===== config.mk =====
export PLATFORM = sky130hd
export DESIGN_NAME = midpoint_ellipse_rasterizer_top_flat
export DESIGN_NICKNAME = d
export VERILOG_FILES = /design/src/hw/rtl/mer_pkg.sv /design/src/hw/rtl/mer_if.sv /design/src/hw/rtl/midpoint_ellipse_rasterizer_top.sv /design/src/hw/rtl/mer_dp.sv /design/src/hw/rtl/mer_ctrl.sv /design/src/flat_wrapper.sv
export SDC_FILE = /design/constraint.sdc
export NUM_CORES = 2
export LEC_CHECK = 0
export BUFFER_PORTS_ARGS = -buffer_cell sky130_fd_sc_hd__buf_2
export CORE_MARGIN = 2
export CORE_UTILIZATION = 30
export CTS_CLUSTER_SIZE = 8
export DETAILED_ROUTE_END_ITERATION = 10
export MAX_ROUTING_LAYER = met4
export PLACE_DENSITY_LB_ADDON = 0.15
export SETUP_SLACK_MARGIN = 0.4
export SLEW_MARGIN = 20
export SYNTH_ARGS = -nofsm -noshare
export SYNTH_HDL_FRONTEND = slang
export SYNTH_SLANG_ARGS = --single-unit

===== constraint.sdc =====
create_clock -name i_clk -period 11.32 [get_ports i_clk]
set_clock_uncertainty 0.2 [all_clocks]
set_input_delay 1.132 -clock i_clk [delete_from_list [all_inputs] [get_ports i_clk]]
set_output_delay 1.132 -clock i_clk [all_outputs]
set_load 0.1 [all_outputs]

===== src/hw/rtl/mer_pkg.sv =====
// Shared constants and controller/datapath command and status types for the ellipse rasterizer.
package mer_pkg;

    localparam int C_COORD_BITS  = 12;
    localparam int C_RADIUS_BITS = 11;

    localparam logic OP_START = 1'b0;
    localparam logic OP_STEP  = 1'b1;

    typedef enum logic [2:0] {
        MS_RXRX,
        MS_RYRY,
        MS_RX2RY,
        MS_TT,
        MS_YM1SQ,
        MS_RX2_PROD,
        MS_RY2_TMP,
        MS_RX2RY2
    } t_mul_sel;

    typedef enum logic [3:0] {
        DP_NOP,
        DP_STORE_RX2,
        DP_STORE_RY2,
        DP_INIT_R1,
        DP_STORE_TT,
        DP_D_LOAD4,
        DP_D_ADD,
        DP_D_SUB4,
        DP_UPD_R1,
        DP_UPD_R2
    } t_dp_op;

    typedef struct packed {
        logic       latch;
        t_mul_sel   mul_sel;
        t_dp_op     op;
        logic       load_pix;
        logic [1:0] pix_idx;
        logic       load_fin;
    } t_cmd;

    typedef struct packed {
        logic sx_lt_sy;
        logic y_neg;
        logic out_free;
    } t_status;

endpackage


===== src/hw/rtl/mer_if.sv =====
// Request channel interfaces for the ellipse rasterizer input and output.
interface mer_in_if import mer_pkg::*; #(
    parameter int COORD_BITS  = C_COORD_BITS,
    parameter int RADIUS_BITS = C_RADIUS_BITS
);
    logic                   valid;
    logic                   ready;
    logic                   operation;
    logic [COORD_BITS-1:0]  center_x;
    logic [COORD_BITS-1:0]  center_y;
    logic [RADIUS_BITS-1:0] radius_x;
    logic [RADIUS_BITS-1:0] radius_y;

    modport source (
        output valid, operation, center_x, center_y, radius_x, radius_y,
        input  ready
    );
    modport sink (
        input  valid, operation, center_x, center_y, radius_x, radius_y,
        output ready
    );
endinterface

interface mer_out_if import mer_pkg::*; #(
    parameter int COORD_BITS = C_COORD_BITS
);
    logic                         valid;
    logic                         ready;
    logic signed [COORD_BITS+1:0] pixel_x;
    logic signed [COORD_BITS+1:0] pixel_y;
    logic                         pixel_valid;
    logic                         last_of_point;
    logic                         finished;

    modport source (
        output valid, pixel_x, pixel_y, pixel_valid, last_of_point, finished,
        input  ready
    );
    modport sink (
        input  valid, pixel_x, pixel_y, pixel_valid, last_of_point, finished,
        output ready
    );
endinterface


===== src/hw/rtl/midpoint_ellipse_rasterizer_top.sv =====
// Top level of the midpoint ellipse rasterizer: controller, datapath and channel wiring.
//
//   Channel   Dir   Request payload
//   i_in      in    operation, center_x, center_y, radius_x, radius_y
//   o_out     out   pixel_x, pixel_y, pixel_valid, last_of_point, finished
//
// A start request is accepted, then uses the shared multiplier in states S_M0 to S_M3.
// A step request is accepted and evaluated in S_EVAL, then loads four pixels in S_EMIT;
// the step that crosses into region 2 first runs S_SW0 to S_SW5, mostly on the shared
// multiplier, and a second evaluation. A finished result is loaded in S_FIN.
// Reset is synchronous and returns the block to idle with no ellipse drawn.
// A stalled output holds the pixel sequence; a new request is taken only when idle.
module midpoint_ellipse_rasterizer_top import mer_pkg::*; #(
    parameter int COORD_BITS  = C_COORD_BITS,
    parameter int RADIUS_BITS = C_RADIUS_BITS
) (
    input  logic    i_clk,
    input  logic    i_rst_n,
    mer_in_if.sink  i_in,
    mer_out_if.source o_out
);

    t_cmd                  w_cmd;
    t_status               w_status;
    logic [COORD_BITS+1:0] w_px, w_py;

    mer_ctrl u_ctrl (
        .i_clk      (i_clk),
        .i_rst_n    (i_rst_n),
        .i_in_valid (i_in.valid),
        .i_in_op    (i_in.operation),
        .o_in_ready (i_in.ready),
        .i_status   (w_status),
        .o_cmd      (w_cmd)
    );

    mer_dp #(
        .COORD_BITS  (COORD_BITS),
        .RADIUS_BITS (RADIUS_BITS)
    ) u_dp (
        .i_clk           (i_clk),
        .i_rst_n         (i_rst_n),
        .i_cmd           (w_cmd),
        .o_status        (w_status),
        .i_center_x      (i_in.center_x),
        .i_center_y      (i_in.center_y),
        .i_radius_x      (i_in.radius_x),
        .i_radius_y      (i_in.radius_y),
        .i_out_ready     (o_out.ready),
        .o_out_valid     (o_out.valid),
        .o_pixel_x       (w_px),
        .o_pixel_y       (w_py),
        .o_pixel_valid   (o_out.pixel_valid),
        .o_last_of_point (o_out.last_of_point),
        .o_finished      (o_out.finished)
    );

    assign o_out.pixel_x = $signed(w_px);
    assign o_out.pixel_y = $signed(w_py);

`ifndef ASSERT_OFF
    a_no_load_when_idle: assert property (@(posedge i_clk) disable iff (!i_rst_n)
        i_in.ready |-> !(w_cmd.load_pix || w_cmd.load_fin))
        else $error("result loaded while a request could be accepted");

    a_single_load: assert property (@(posedge i_clk) disable iff (!i_rst_n)
        !(w_cmd.load_pix && w_cmd.load_fin))
        else $error("pixel and finished result loaded together");

    a_fin_shown: assert property (@(posedge i_clk) disable iff (!i_rst_n)
        w_cmd.load_fin |=> (o_out.valid && o_out.finished && o_out.last_of_point))
        else $error("finished result not presented");

    a_last_pixel: assert property (@(posedge i_clk) disable iff (!i_rst_n)
        (w_cmd.load_pix && (&w_cmd.pix_idx)) |=> (o_out.valid && o_out.last_of_point))
        else $error("fourth pixel not marked last");
`endif

endmodule


===== src/hw/rtl/mer_dp.sv =====
// Datapath: latched ellipse, shared multiplier, decision terms, point and output register.
module mer_dp import mer_pkg::*; #(
    parameter int COORD_BITS  = C_COORD_BITS,
    parameter int RADIUS_BITS = C_RADIUS_BITS
) (
    input  logic                    i_clk,
    input  logic                    i_rst_n,
    input  t_cmd                    i_cmd,
    output t_status                 o_status,
    input  logic [COORD_BITS-1:0]   i_center_x,
    input  logic [COORD_BITS-1:0]   i_center_y,
    input  logic [RADIUS_BITS-1:0]  i_radius_x,
    input  logic [RADIUS_BITS-1:0]  i_radius_y,
    input  logic                    i_out_ready,
    output logic                    o_out_valid,
    output logic [COORD_BITS+1:0]   o_pixel_x,
    output logic [COORD_BITS+1:0]   o_pixel_y,
    output logic                    o_pixel_valid,
    output logic                    o_last_of_point,
    output logic                    o_finished
);

    localparam int P_W  = COORD_BITS + 2;
    localparam int X_W  = RADIUS_BITS + 1;
    localparam int Y_W  = RADIUS_BITS + 2;
    localparam int SQ_W = 2 * RADIUS_BITS;
    localparam int M_W  = 2 * RADIUS_BITS + 4;
    localparam int D_W  = 4 * RADIUS_BITS + 4;

    logic [COORD_BITS-1:0]  r_cx, r_cy;
    logic [RADIUS_BITS-1:0] r_rx, r_ry;
    logic [SQ_W-1:0]        r_rx2, r_ry2;
    logic [D_W-1:0]         r_prod;
    logic [M_W-1:0]         r_tmp;
    logic [D_W-1:0]         r_d, r_sx, r_sy;
    logic [X_W-1:0]         r_x;
    logic [Y_W-1:0]         r_y;

    logic                   r_out_valid;
    logic [P_W-1:0]         r_px, r_py;
    logic                   r_pvalid, r_last, r_fin;

    logic [M_W-1:0]         w_mul_a, w_mul_b;
    logic [2*M_W-1:0]       w_prod_full;
    logic [X_W:0]           w_t;
    logic [Y_W-1:0]         w_ym1;
    logic [D_W-1:0]         w_sx_new, w_sy_new, w_rx2_e, w_ry2_e;
    logic                   w_d_neg, w_d_zero;
    logic [P_W-1:0]         w_xe, w_ye, w_cxe, w_cye;
    logic                   w_out_free;

    assign w_t     = {r_x, 1'b1};
    assign w_ym1   = (r_y == '0) ? Y_W'(1) : (r_y - Y_W'(1));
    assign w_rx2_e = D_W'(r_rx2);
    assign w_ry2_e = D_W'(r_ry2);

    always_comb begin
        unique case (i_cmd.mul_sel)
            MS_RXRX: begin
                w_mul_a = M_W'(r_rx);
                w_mul_b = M_W'(r_rx);
            end
            MS_RYRY: begin
                w_mul_a = M_W'(r_ry);
                w_mul_b = M_W'(r_ry);
            end
            MS_RX2RY: begin
                w_mul_a = M_W'(r_rx2);
                w_mul_b = M_W'(r_ry);
            end
            MS_TT: begin
                w_mul_a = M_W'(w_t);
                w_mul_b = M_W'(w_t);
            end
            MS_YM1SQ: begin
                w_mul_a = M_W'(w_ym1);
                w_mul_b = M_W'(w_ym1);
            end
            MS_RX2_PROD: begin
                w_mul_a = M_W'(r_rx2);
                w_mul_b = r_prod[M_W-1:0];
            end
            MS_RY2_TMP: begin
                w_mul_a = M_W'(r_ry2);
                w_mul_b = r_tmp;
            end
            MS_RX2RY2: begin
                w_mul_a = M_W'(r_rx2);
                w_mul_b = M_W'(r_ry2);
            end
            default: begin
                w_mul_a = '0;
                w_mul_b = '0;
            end
        endcase
    end

    assign w_prod_full = w_mul_a * w_mul_b;

    assign w_sx_new = r_sx + (w_ry2_e << 1);
    assign w_sy_new = r_sy - (w_rx2_e << 1);
    assign w_d_neg  = r_d[D_W-1];
    assign w_d_zero = (r_d == '0);

    always_ff @(posedge i_clk) begin
        r_prod <= w_prod_full[D_W-1:0];
        if (i_cmd.latch) begin
            r_cx <= i_center_x;
            r_cy <= i_center_y;
            r_rx <= i_radius_x;
            r_ry <= i_radius_y;
        end
        unique case (i_cmd.op)
            DP_NOP: begin
            end
            DP_STORE_RX2: r_rx2 <= r_prod[SQ_W-1:0];
            DP_STORE_RY2: r_ry2 <= r_prod[SQ_W-1:0];
            DP_INIT_R1: begin
                r_d  <= (w_ry2_e << 2) - (r_prod << 2) + w_rx2_e;
                r_sx <= '0;
                r_sy <= r_prod << 1;
                r_x  <= '0;
                r_y  <= Y_W'(r_ry);
            end
            DP_STORE_TT:  r_tmp <= r_prod[M_W-1:0];
            DP_D_LOAD4:   r_d <= r_prod << 2;
            DP_D_ADD:     r_d <= r_d + r_prod;
            DP_D_SUB4:    r_d <= r_d - (r_prod << 2);
            DP_UPD_R1: begin
                r_x  <= r_x + X_W'(1);
                r_sx <= w_sx_new;
                if (w_d_neg) begin
                    r_d <= r_d + ((w_sx_new + w_ry2_e) << 2);
                end else begin
                    r_y  <= r_y - Y_W'(1);
                    r_sy <= w_sy_new;
                    r_d  <= r_d + ((w_sx_new - w_sy_new + w_ry2_e) << 2);
                end
            end
            DP_UPD_R2: begin
                r_y  <= r_y - Y_W'(1);
                r_sy <= w_sy_new;
                if (!w_d_neg && !w_d_zero) begin
                    r_d <= r_d + ((w_rx2_e - w_sy_new) << 2);
                end else begin
                    r_x  <= r_x + X_W'(1);
                    r_sx <= w_sx_new;
                    r_d  <= r_d + ((w_sx_new - w_sy_new + w_rx2_e) << 2);
                end
            end
            default: begin
            end
        endcase
    end

    assign w_xe  = P_W'(r_x);
    assign w_ye  = P_W'($signed(r_y));
    assign w_cxe = P_W'(r_cx);
    assign w_cye = P_W'(r_cy);

    assign w_out_free = !r_out_valid || i_out_ready;

    always_ff @(posedge i_clk) begin
        if (!i_rst_n) begin
            r_out_valid <= 1'b0;
        end else if (i_cmd.load_pix || i_cmd.load_fin) begin
            r_out_valid <= 1'b1;
        end else if (i_out_ready) begin
            r_out_valid <= 1'b0;
        end
    end

    always_ff @(posedge i_clk) begin
        if (i_cmd.load_pix) begin
            r_px     <= i_cmd.pix_idx[0] ? (w_cxe - w_xe) : (w_cxe + w_xe);
            r_py     <= i_cmd.pix_idx[1] ? (w_cye - w_ye) : (w_cye + w_ye);
            r_pvalid <= 1'b1;
            r_last   <= &i_cmd.pix_idx;
            r_fin    <= 1'b0;
        end else if (i_cmd.load_fin) begin
            r_px     <= '0;
            r_py     <= '0;
            r_pvalid <= 1'b0;
            r_last   <= 1'b1;
            r_fin    <= 1'b1;
        end
    end

    assign o_status.sx_lt_sy = (r_sx < r_sy);
    assign o_status.y_neg    = r_y[Y_W-1];
    assign o_status.out_free = w_out_free;

    assign o_out_valid     = r_out_valid;
    assign o_pixel_x       = r_px;
    assign o_pixel_y       = r_py;
    assign o_pixel_valid   = r_pvalid;
    assign o_last_of_point = r_last;
    assign o_finished      = r_fin;

endmodule


===== src/hw/rtl/mer_ctrl.sv =====
// Controller: request intake, multiplier sequencing, region tracking and pixel emission.
module mer_ctrl import mer_pkg::*; (
    input  logic    i_clk,
    input  logic    i_rst_n,
    input  logic    i_in_valid,
    input  logic    i_in_op,
    output logic    o_in_ready,
    input  t_status i_status,
    output t_cmd    o_cmd
);

    typedef enum logic [3:0] {
        PH_IDLE = 4'b0001,
        PH_R1   = 4'b0010,
        PH_R2   = 4'b0100,
        PH_DONE = 4'b1000
    } t_phase;

    typedef enum logic [14:0] {
        S_IDLE = 15'b000000000000001,
        S_M0   = 15'b000000000000010,
        S_M1   = 15'b000000000000100,
        S_M2   = 15'b000000000001000,
        S_M3   = 15'b000000000010000,
        S_EVAL = 15'b000000000100000,
        S_SW0  = 15'b000000001000000,
        S_SW1  = 15'b000000010000000,
        S_SW2  = 15'b000000100000000,
        S_SW3  = 15'b000001000000000,
        S_SW4  = 15'b000010000000000,
        S_SW5  = 15'b000100000000000,
        S_FIN  = 15'b001000000000000,
        S_EMIT = 15'b010000000000000,
        S_SPARE = 15'b100000000000000
    } t_state;

    t_state     r_state, n_state;
    t_phase     r_phase, n_phase;
    logic [1:0] r_k, n_k;

    always_ff @(posedge i_clk) begin
        if (!i_rst_n) begin
            r_state <= S_IDLE;
            r_phase <= PH_IDLE;
            r_k     <= '0;
        end else begin
            r_state <= n_state;
            r_phase <= n_phase;
            r_k     <= n_k;
        end
    end

    always_comb begin
        n_state        = r_state;
        n_phase        = r_phase;
        n_k            = r_k;
        o_in_ready     = 1'b0;
        o_cmd.latch    = 1'b0;
        o_cmd.mul_sel  = MS_RXRX;
        o_cmd.op       = DP_NOP;
        o_cmd.load_pix = 1'b0;
        o_cmd.pix_idx  = r_k;
        o_cmd.load_fin = 1'b0;
        unique case (r_state)
            S_IDLE: begin
                o_in_ready = 1'b1;
                if (i_in_valid) begin
                    if (i_in_op == OP_START) begin
                        o_cmd.latch = 1'b1;
                        n_state     = S_M0;
                    end else begin
                        n_state = S_EVAL;
                    end
                end
            end
            S_M0: begin
                o_cmd.mul_sel = MS_RXRX;
                n_state       = S_M1;
            end
            S_M1: begin
                o_cmd.mul_sel = MS_RYRY;
                o_cmd.op      = DP_STORE_RX2;
                n_state       = S_M2;
            end
            S_M2: begin
                o_cmd.mul_sel = MS_RX2RY;
                o_cmd.op      = DP_STORE_RY2;
                n_state       = S_M3;
            end
            S_M3: begin
                o_cmd.op = DP_INIT_R1;
                n_phase  = PH_R1;
                n_state  = S_IDLE;
            end
            S_EVAL: begin
                priority if (r_phase == PH_R1 && !i_status.sx_lt_sy) begin
                    n_state = S_SW0;
                end else if (r_phase == PH_R2 && i_status.y_neg) begin
                    n_phase = PH_DONE;
                    n_state = S_FIN;
                end else if (r_phase == PH_IDLE || r_phase == PH_DONE) begin
                    n_state = S_FIN;
                end else begin
                    n_k     = '0;
                    n_state = S_EMIT;
                end
            end
            S_SW0: begin
                o_cmd.mul_sel = MS_TT;
                n_state       = S_SW1;
            end
            S_SW1: begin
                o_cmd.mul_sel = MS_YM1SQ;
                o_cmd.op      = DP_STORE_TT;
                n_state       = S_SW2;
            end
            S_SW2: begin
                o_cmd.mul_sel = MS_RX2_PROD;
                n_state       = S_SW3;
            end
            S_SW3: begin
                o_cmd.mul_sel = MS_RY2_TMP;
                o_cmd.op      = DP_D_LOAD4;
                n_state       = S_SW4;
            end
            S_SW4: begin
                o_cmd.mul_sel = MS_RX2RY2;
                o_cmd.op      = DP_D_ADD;
                n_state       = S_SW5;
            end
            S_SW5: begin
                o_cmd.op = DP_D_SUB4;
                n_phase  = PH_R2;
                n_state  = S_EVAL;
            end
            S_FIN: begin
                if (i_status.out_free) begin
                    o_cmd.load_fin = 1'b1;
                    n_state        = S_IDLE;
                end
            end
            S_EMIT: begin
                if (i_status.out_free) begin
                    o_cmd.load_pix = 1'b1;
                    n_k            = r_k + 2'd1;
                    if (&r_k) begin
                        o_cmd.op = (r_phase == PH_R1) ? DP_UPD_R1 : DP_UPD_R2;
                        n_state  = S_IDLE;
                    end
                end
            end
            default: begin
                n_state = S_IDLE;
            end
        endcase
    end

endmodule


===== src/flat_wrapper.sv =====
// flat-port wrapper written by rule: the top's interface ports become plain ports
module midpoint_ellipse_rasterizer_top_flat import mer_pkg::*;
#(
    parameter int COORD_BITS  = C_COORD_BITS,
    parameter int RADIUS_BITS = C_RADIUS_BITS
)
  (i_clk, i_rst_n, i_in_valid, i_in_operation, i_in_center_x, i_in_center_y, i_in_radius_x, i_in_radius_y, i_in_ready, o_out_valid, o_out_pixel_x, o_out_pixel_y, o_out_pixel_valid, o_out_last_of_point, o_out_finished, o_out_ready);
  mer_in_if #(.COORD_BITS(COORD_BITS), .RADIUS_BITS(RADIUS_BITS)) i_in_i ();
  mer_out_if #(.COORD_BITS(COORD_BITS)) o_out_i ();
  input  logic i_clk;
  input  logic i_rst_n;
  input wire logic [$bits(i_in_i.valid)-1:0] i_in_valid;
  input wire logic [$bits(i_in_i.operation)-1:0] i_in_operation;
  input wire logic [$bits(i_in_i.center_x)-1:0] i_in_center_x;
  input wire logic [$bits(i_in_i.center_y)-1:0] i_in_center_y;
  input wire logic [$bits(i_in_i.radius_x)-1:0] i_in_radius_x;
  input wire logic [$bits(i_in_i.radius_y)-1:0] i_in_radius_y;
  output wire logic [$bits(i_in_i.ready)-1:0] i_in_ready;
  output wire logic [$bits(o_out_i.valid)-1:0] o_out_valid;
  output wire logic [$bits(o_out_i.pixel_x)-1:0] o_out_pixel_x;
  output wire logic [$bits(o_out_i.pixel_y)-1:0] o_out_pixel_y;
  output wire logic [$bits(o_out_i.pixel_valid)-1:0] o_out_pixel_valid;
  output wire logic [$bits(o_out_i.last_of_point)-1:0] o_out_last_of_point;
  output wire logic [$bits(o_out_i.finished)-1:0] o_out_finished;
  input wire logic [$bits(o_out_i.ready)-1:0] o_out_ready;
  assign i_in_i.valid = i_in_valid;
  assign i_in_i.operation = i_in_operation;
  assign i_in_i.center_x = i_in_center_x;
  assign i_in_i.center_y = i_in_center_y;
  assign i_in_i.radius_x = i_in_radius_x;
  assign i_in_i.radius_y = i_in_radius_y;
  assign i_in_ready = i_in_i.ready;
  assign o_out_valid = o_out_i.valid;
  assign o_out_pixel_x = o_out_i.pixel_x;
  assign o_out_pixel_y = o_out_i.pixel_y;
  assign o_out_pixel_valid = o_out_i.pixel_valid;
  assign o_out_last_of_point = o_out_i.last_of_point;
  assign o_out_finished = o_out_i.finished;
  assign o_out_i.ready = o_out_ready;
  midpoint_ellipse_rasterizer_top #(.COORD_BITS(COORD_BITS), .RADIUS_BITS(RADIUS_BITS)) u_core (.i_clk(i_clk), .i_rst_n(i_rst_n), .i_in(i_in_i), .o_out(o_out_i));
endmodule

==> impl_metrics.yaml <==
run_status:
  status: "complete, no violations"
placement:
  hpwlAfterDp_um: 171000
  port_buffers: 83
  dp_slack_ps: -23.2
  placed_area_um2: 59900
  gp_congestion: 0.955
floorplanning:
  io_pins: 84
  die_x_um: 432
  fp.dieH_um: 432
  start_util: 0.301
  core_area_um2: 182000
  die_area_um2: 187000
  row_count: 157
sta:
  worstMarginPinSlew_ps: 1030
  drv_slew: 0
  finalSetupViolations: 0
  rsz0062_at_grt: "true"
  max-slew-margin-rel: 0.313
  period_needed_ps: 10490
  finalCritPeriodShare: 0.927
  hold_viol_final: 0
  fmax_ghz: 0.0953
  layout_setup_ws_ps: 831
  holdWs_ps: 247
synthesis:
  ys_seq_elements: 383
  synth-seq-area-share: 0.196
  yosys.area.top_type: "fa_1"
  async_reset_ff_frac: 0
  synth_ff_type: "edfxtp_1"
  synth_area_leaders: "fa_1, edfxtp_1, ha_1, inv_1, nand2_1"
  syn_inst: 6450
  yosys_warnings: 0
  synth_edf_count: 312
  synth_nets: 7520
  synth_top_area_frac: 0.185
  netlist_area_um2: 54900
  syn_area_per_cell_um2: 8.51
  synth.distinct_cells: 114
grt:
  antenna_found_initial: 2
  grt_start_max_net_pins: 133
  grt.overflow.total: 0
  grt_pass1_vias: 48270
  grt_pass1_wl_um: 313000
  grtUsageTotal: 0.228
cts:
  htree_levels: 2
  cts_sinks: 383
  clkTransAtPathRegs_ps: 60
  ctsHoldBuffers: 0
  cts_tree: "done"
  numCtsBuffers: 58
  clock_path_buffers: 3
  clock_latency_ps: 740
  cts-root-buf: "clkbuf_16"
hold_path:
  hold_path.class: "flop to flop"
layout:
  drive_gt1_frac: 0.116
  final_common_cell: "inv_1"
  design_area_um2: 62800
  postLayoutCoreUtil: 0.344
  area_delta_synth_final_pct: 14.4
  final_cell_mix: "inv_1, nand2_1, nor2_1"
  fillers: 19155
  final_nets: 7779
drt:
  dr.first_iter.drc_count: 3739
  via_count: 48202
  wl_per_cell_um: 22.8
  drcViolationCount: 0
  drtPass1Iterations: 6
  ant_nets: 0
  via_per_inst: 5.27
  routed_wl_um: 209000
setup_path:
  arrival_ps: 10760
  cp_top_family: "simple AND/OR/NAND/NOR gates"
  endpoint_kind: "flop"
  cp_slowest_cell: "or4b_4"
  max_stage_delay_ps: 550
  crit_type: "flop to flop"
  cp-start-kind: "flop"
  path_max_fanout: 8
  cp_num_buf_inv: 5
  critPathRequiredTime_ps: 11590
power_and_ir_drop:
  p_leak_nw: 27.7
  peakVddDrop_uv: 134
  finalPower_w: 0.00662
  powerDensity_nw_per_um2: 105
flow_run:
  cap_violations: 0
[Yosys cell counts, types with 55 or more instances]
cell type	count
nand2_1	740
nor2_1	625
nor4_1	55
nand3_1	119
dfxtp_1	71
o21ai_0	327
a21oi_1	323
clkbuf_1	211
a21o_1	152
and3_1	65
xnor2_1	299
nor3_1	136
fa_1	508
nand2b_1	83
ha_1	511
edfxtp_1	312
xor2_1	158
inv_1	746
nor2b_1	60
[layer usage]
layer,GRT usage,up-vias,routed length [µm],part of all wire
met4,0.0424,0,3550,0.017
met3,0.0200,161,10800,0.052
met1,0.343,24043,106000,0.51
met5,-,-,0,0
met2,0.333,1299,88500,0.42
li1,-,22699,-,-
[power breakdown]
group          internal (W)  leakage (nW)  switching (W)  total (W)
combinational       0.00127          23.2        0.00180    0.00307
sequential          0.00167          3.63      0.0000755    0.00175
clock               0.00103         0.865       0.000780    0.00181
[repair_timing]
item                       in CTS  in global routing
hold endpoints to repair        0                  0
buffers inserted                5                 37
pin swaps                       8                 53
setup endpoints to repair      12                 25
resized for setup              29                164
[flip-flops by register name, indices dropped and copies added, names as in the netlist, 22 cells and up]
signal / flops
u_core.u_dp.r_rx2: 22
u_core.u_dp.r_d: 48
u_core.u_dp.r_sx: 47
u_core.u_dp.r_sy: 47
u_core.u_dp.r_tmp: 26
u_core.u_dp.r_ry2: 22
u_core.u_dp.r_prod: 48
[tightest hold or removal path, delay by kind of cell (launching register included)]
kind             cells  cell delay (ps)
and+or+nand+nor      2              100
DFF                  1              310
[final timing paths]
path                                   from  cells after the start  slack (ps)                         to
setup / recovery       u_core.u_dp.r_ry2[0]                     44         830        u_core.u_dp.r_d[47]
hold / removal    u_core.u_dp.o_pixel_valid                      2         250  u_core.u_dp.o_pixel_valid
setup reg to reg       u_core.u_dp.r_ry2[0]                     44         830        u_core.u_dp.r_d[47]
hold reg to reg   u_core.u_dp.o_pixel_valid                      2         250  u_core.u_dp.o_pixel_valid
[cell type report]
class | instances | area (µm²) | area share
well taps | 2385 | 2980 | 0.0475
multi-input cells | 5064 | 41200 | 0.656
inverters | 751 | 2820 | 0.0449
clock inverters | 11 | 180 | 0.00287
repair buffers | 451 | 3210 | 0.0510
clock buffers | 98 | 1630 | 0.0260
flip-flops and latches | 383 | 10800 | 0.172
diodes | 1 | 2.50 | 0.0000398
[metrics by stage]
| stage | TNS [ps] | cells |
|---|---|---|
| final | 0 | 9144 |
| after global routing | 0 | 9143 |
| after CTS | 0 | 9106 |
| after detailed placement | -23.2 | 8992 |
| after global placement | 0 | 8992 |
| after floorplan | 0 | 6450 |
[kinds of logic after synthesis]
| family | after synthesis | share of synthesized area |
|---|---|---|
| buffers and inverters | 1003 | 0.0692 |
| xor gates and xnor gates | 464 | 0.0756 |
| adders and majority gates | 1029 | 0.304 |
| DFF | 383 | 0.196 |
| and+or+nand+nor | 2165 | 0.183 |
| AOI/OAI and AO/OA | 1370 | 0.165 |
| muxes | 36 | 0.00688 |
(Power assumes the default switching activity.)
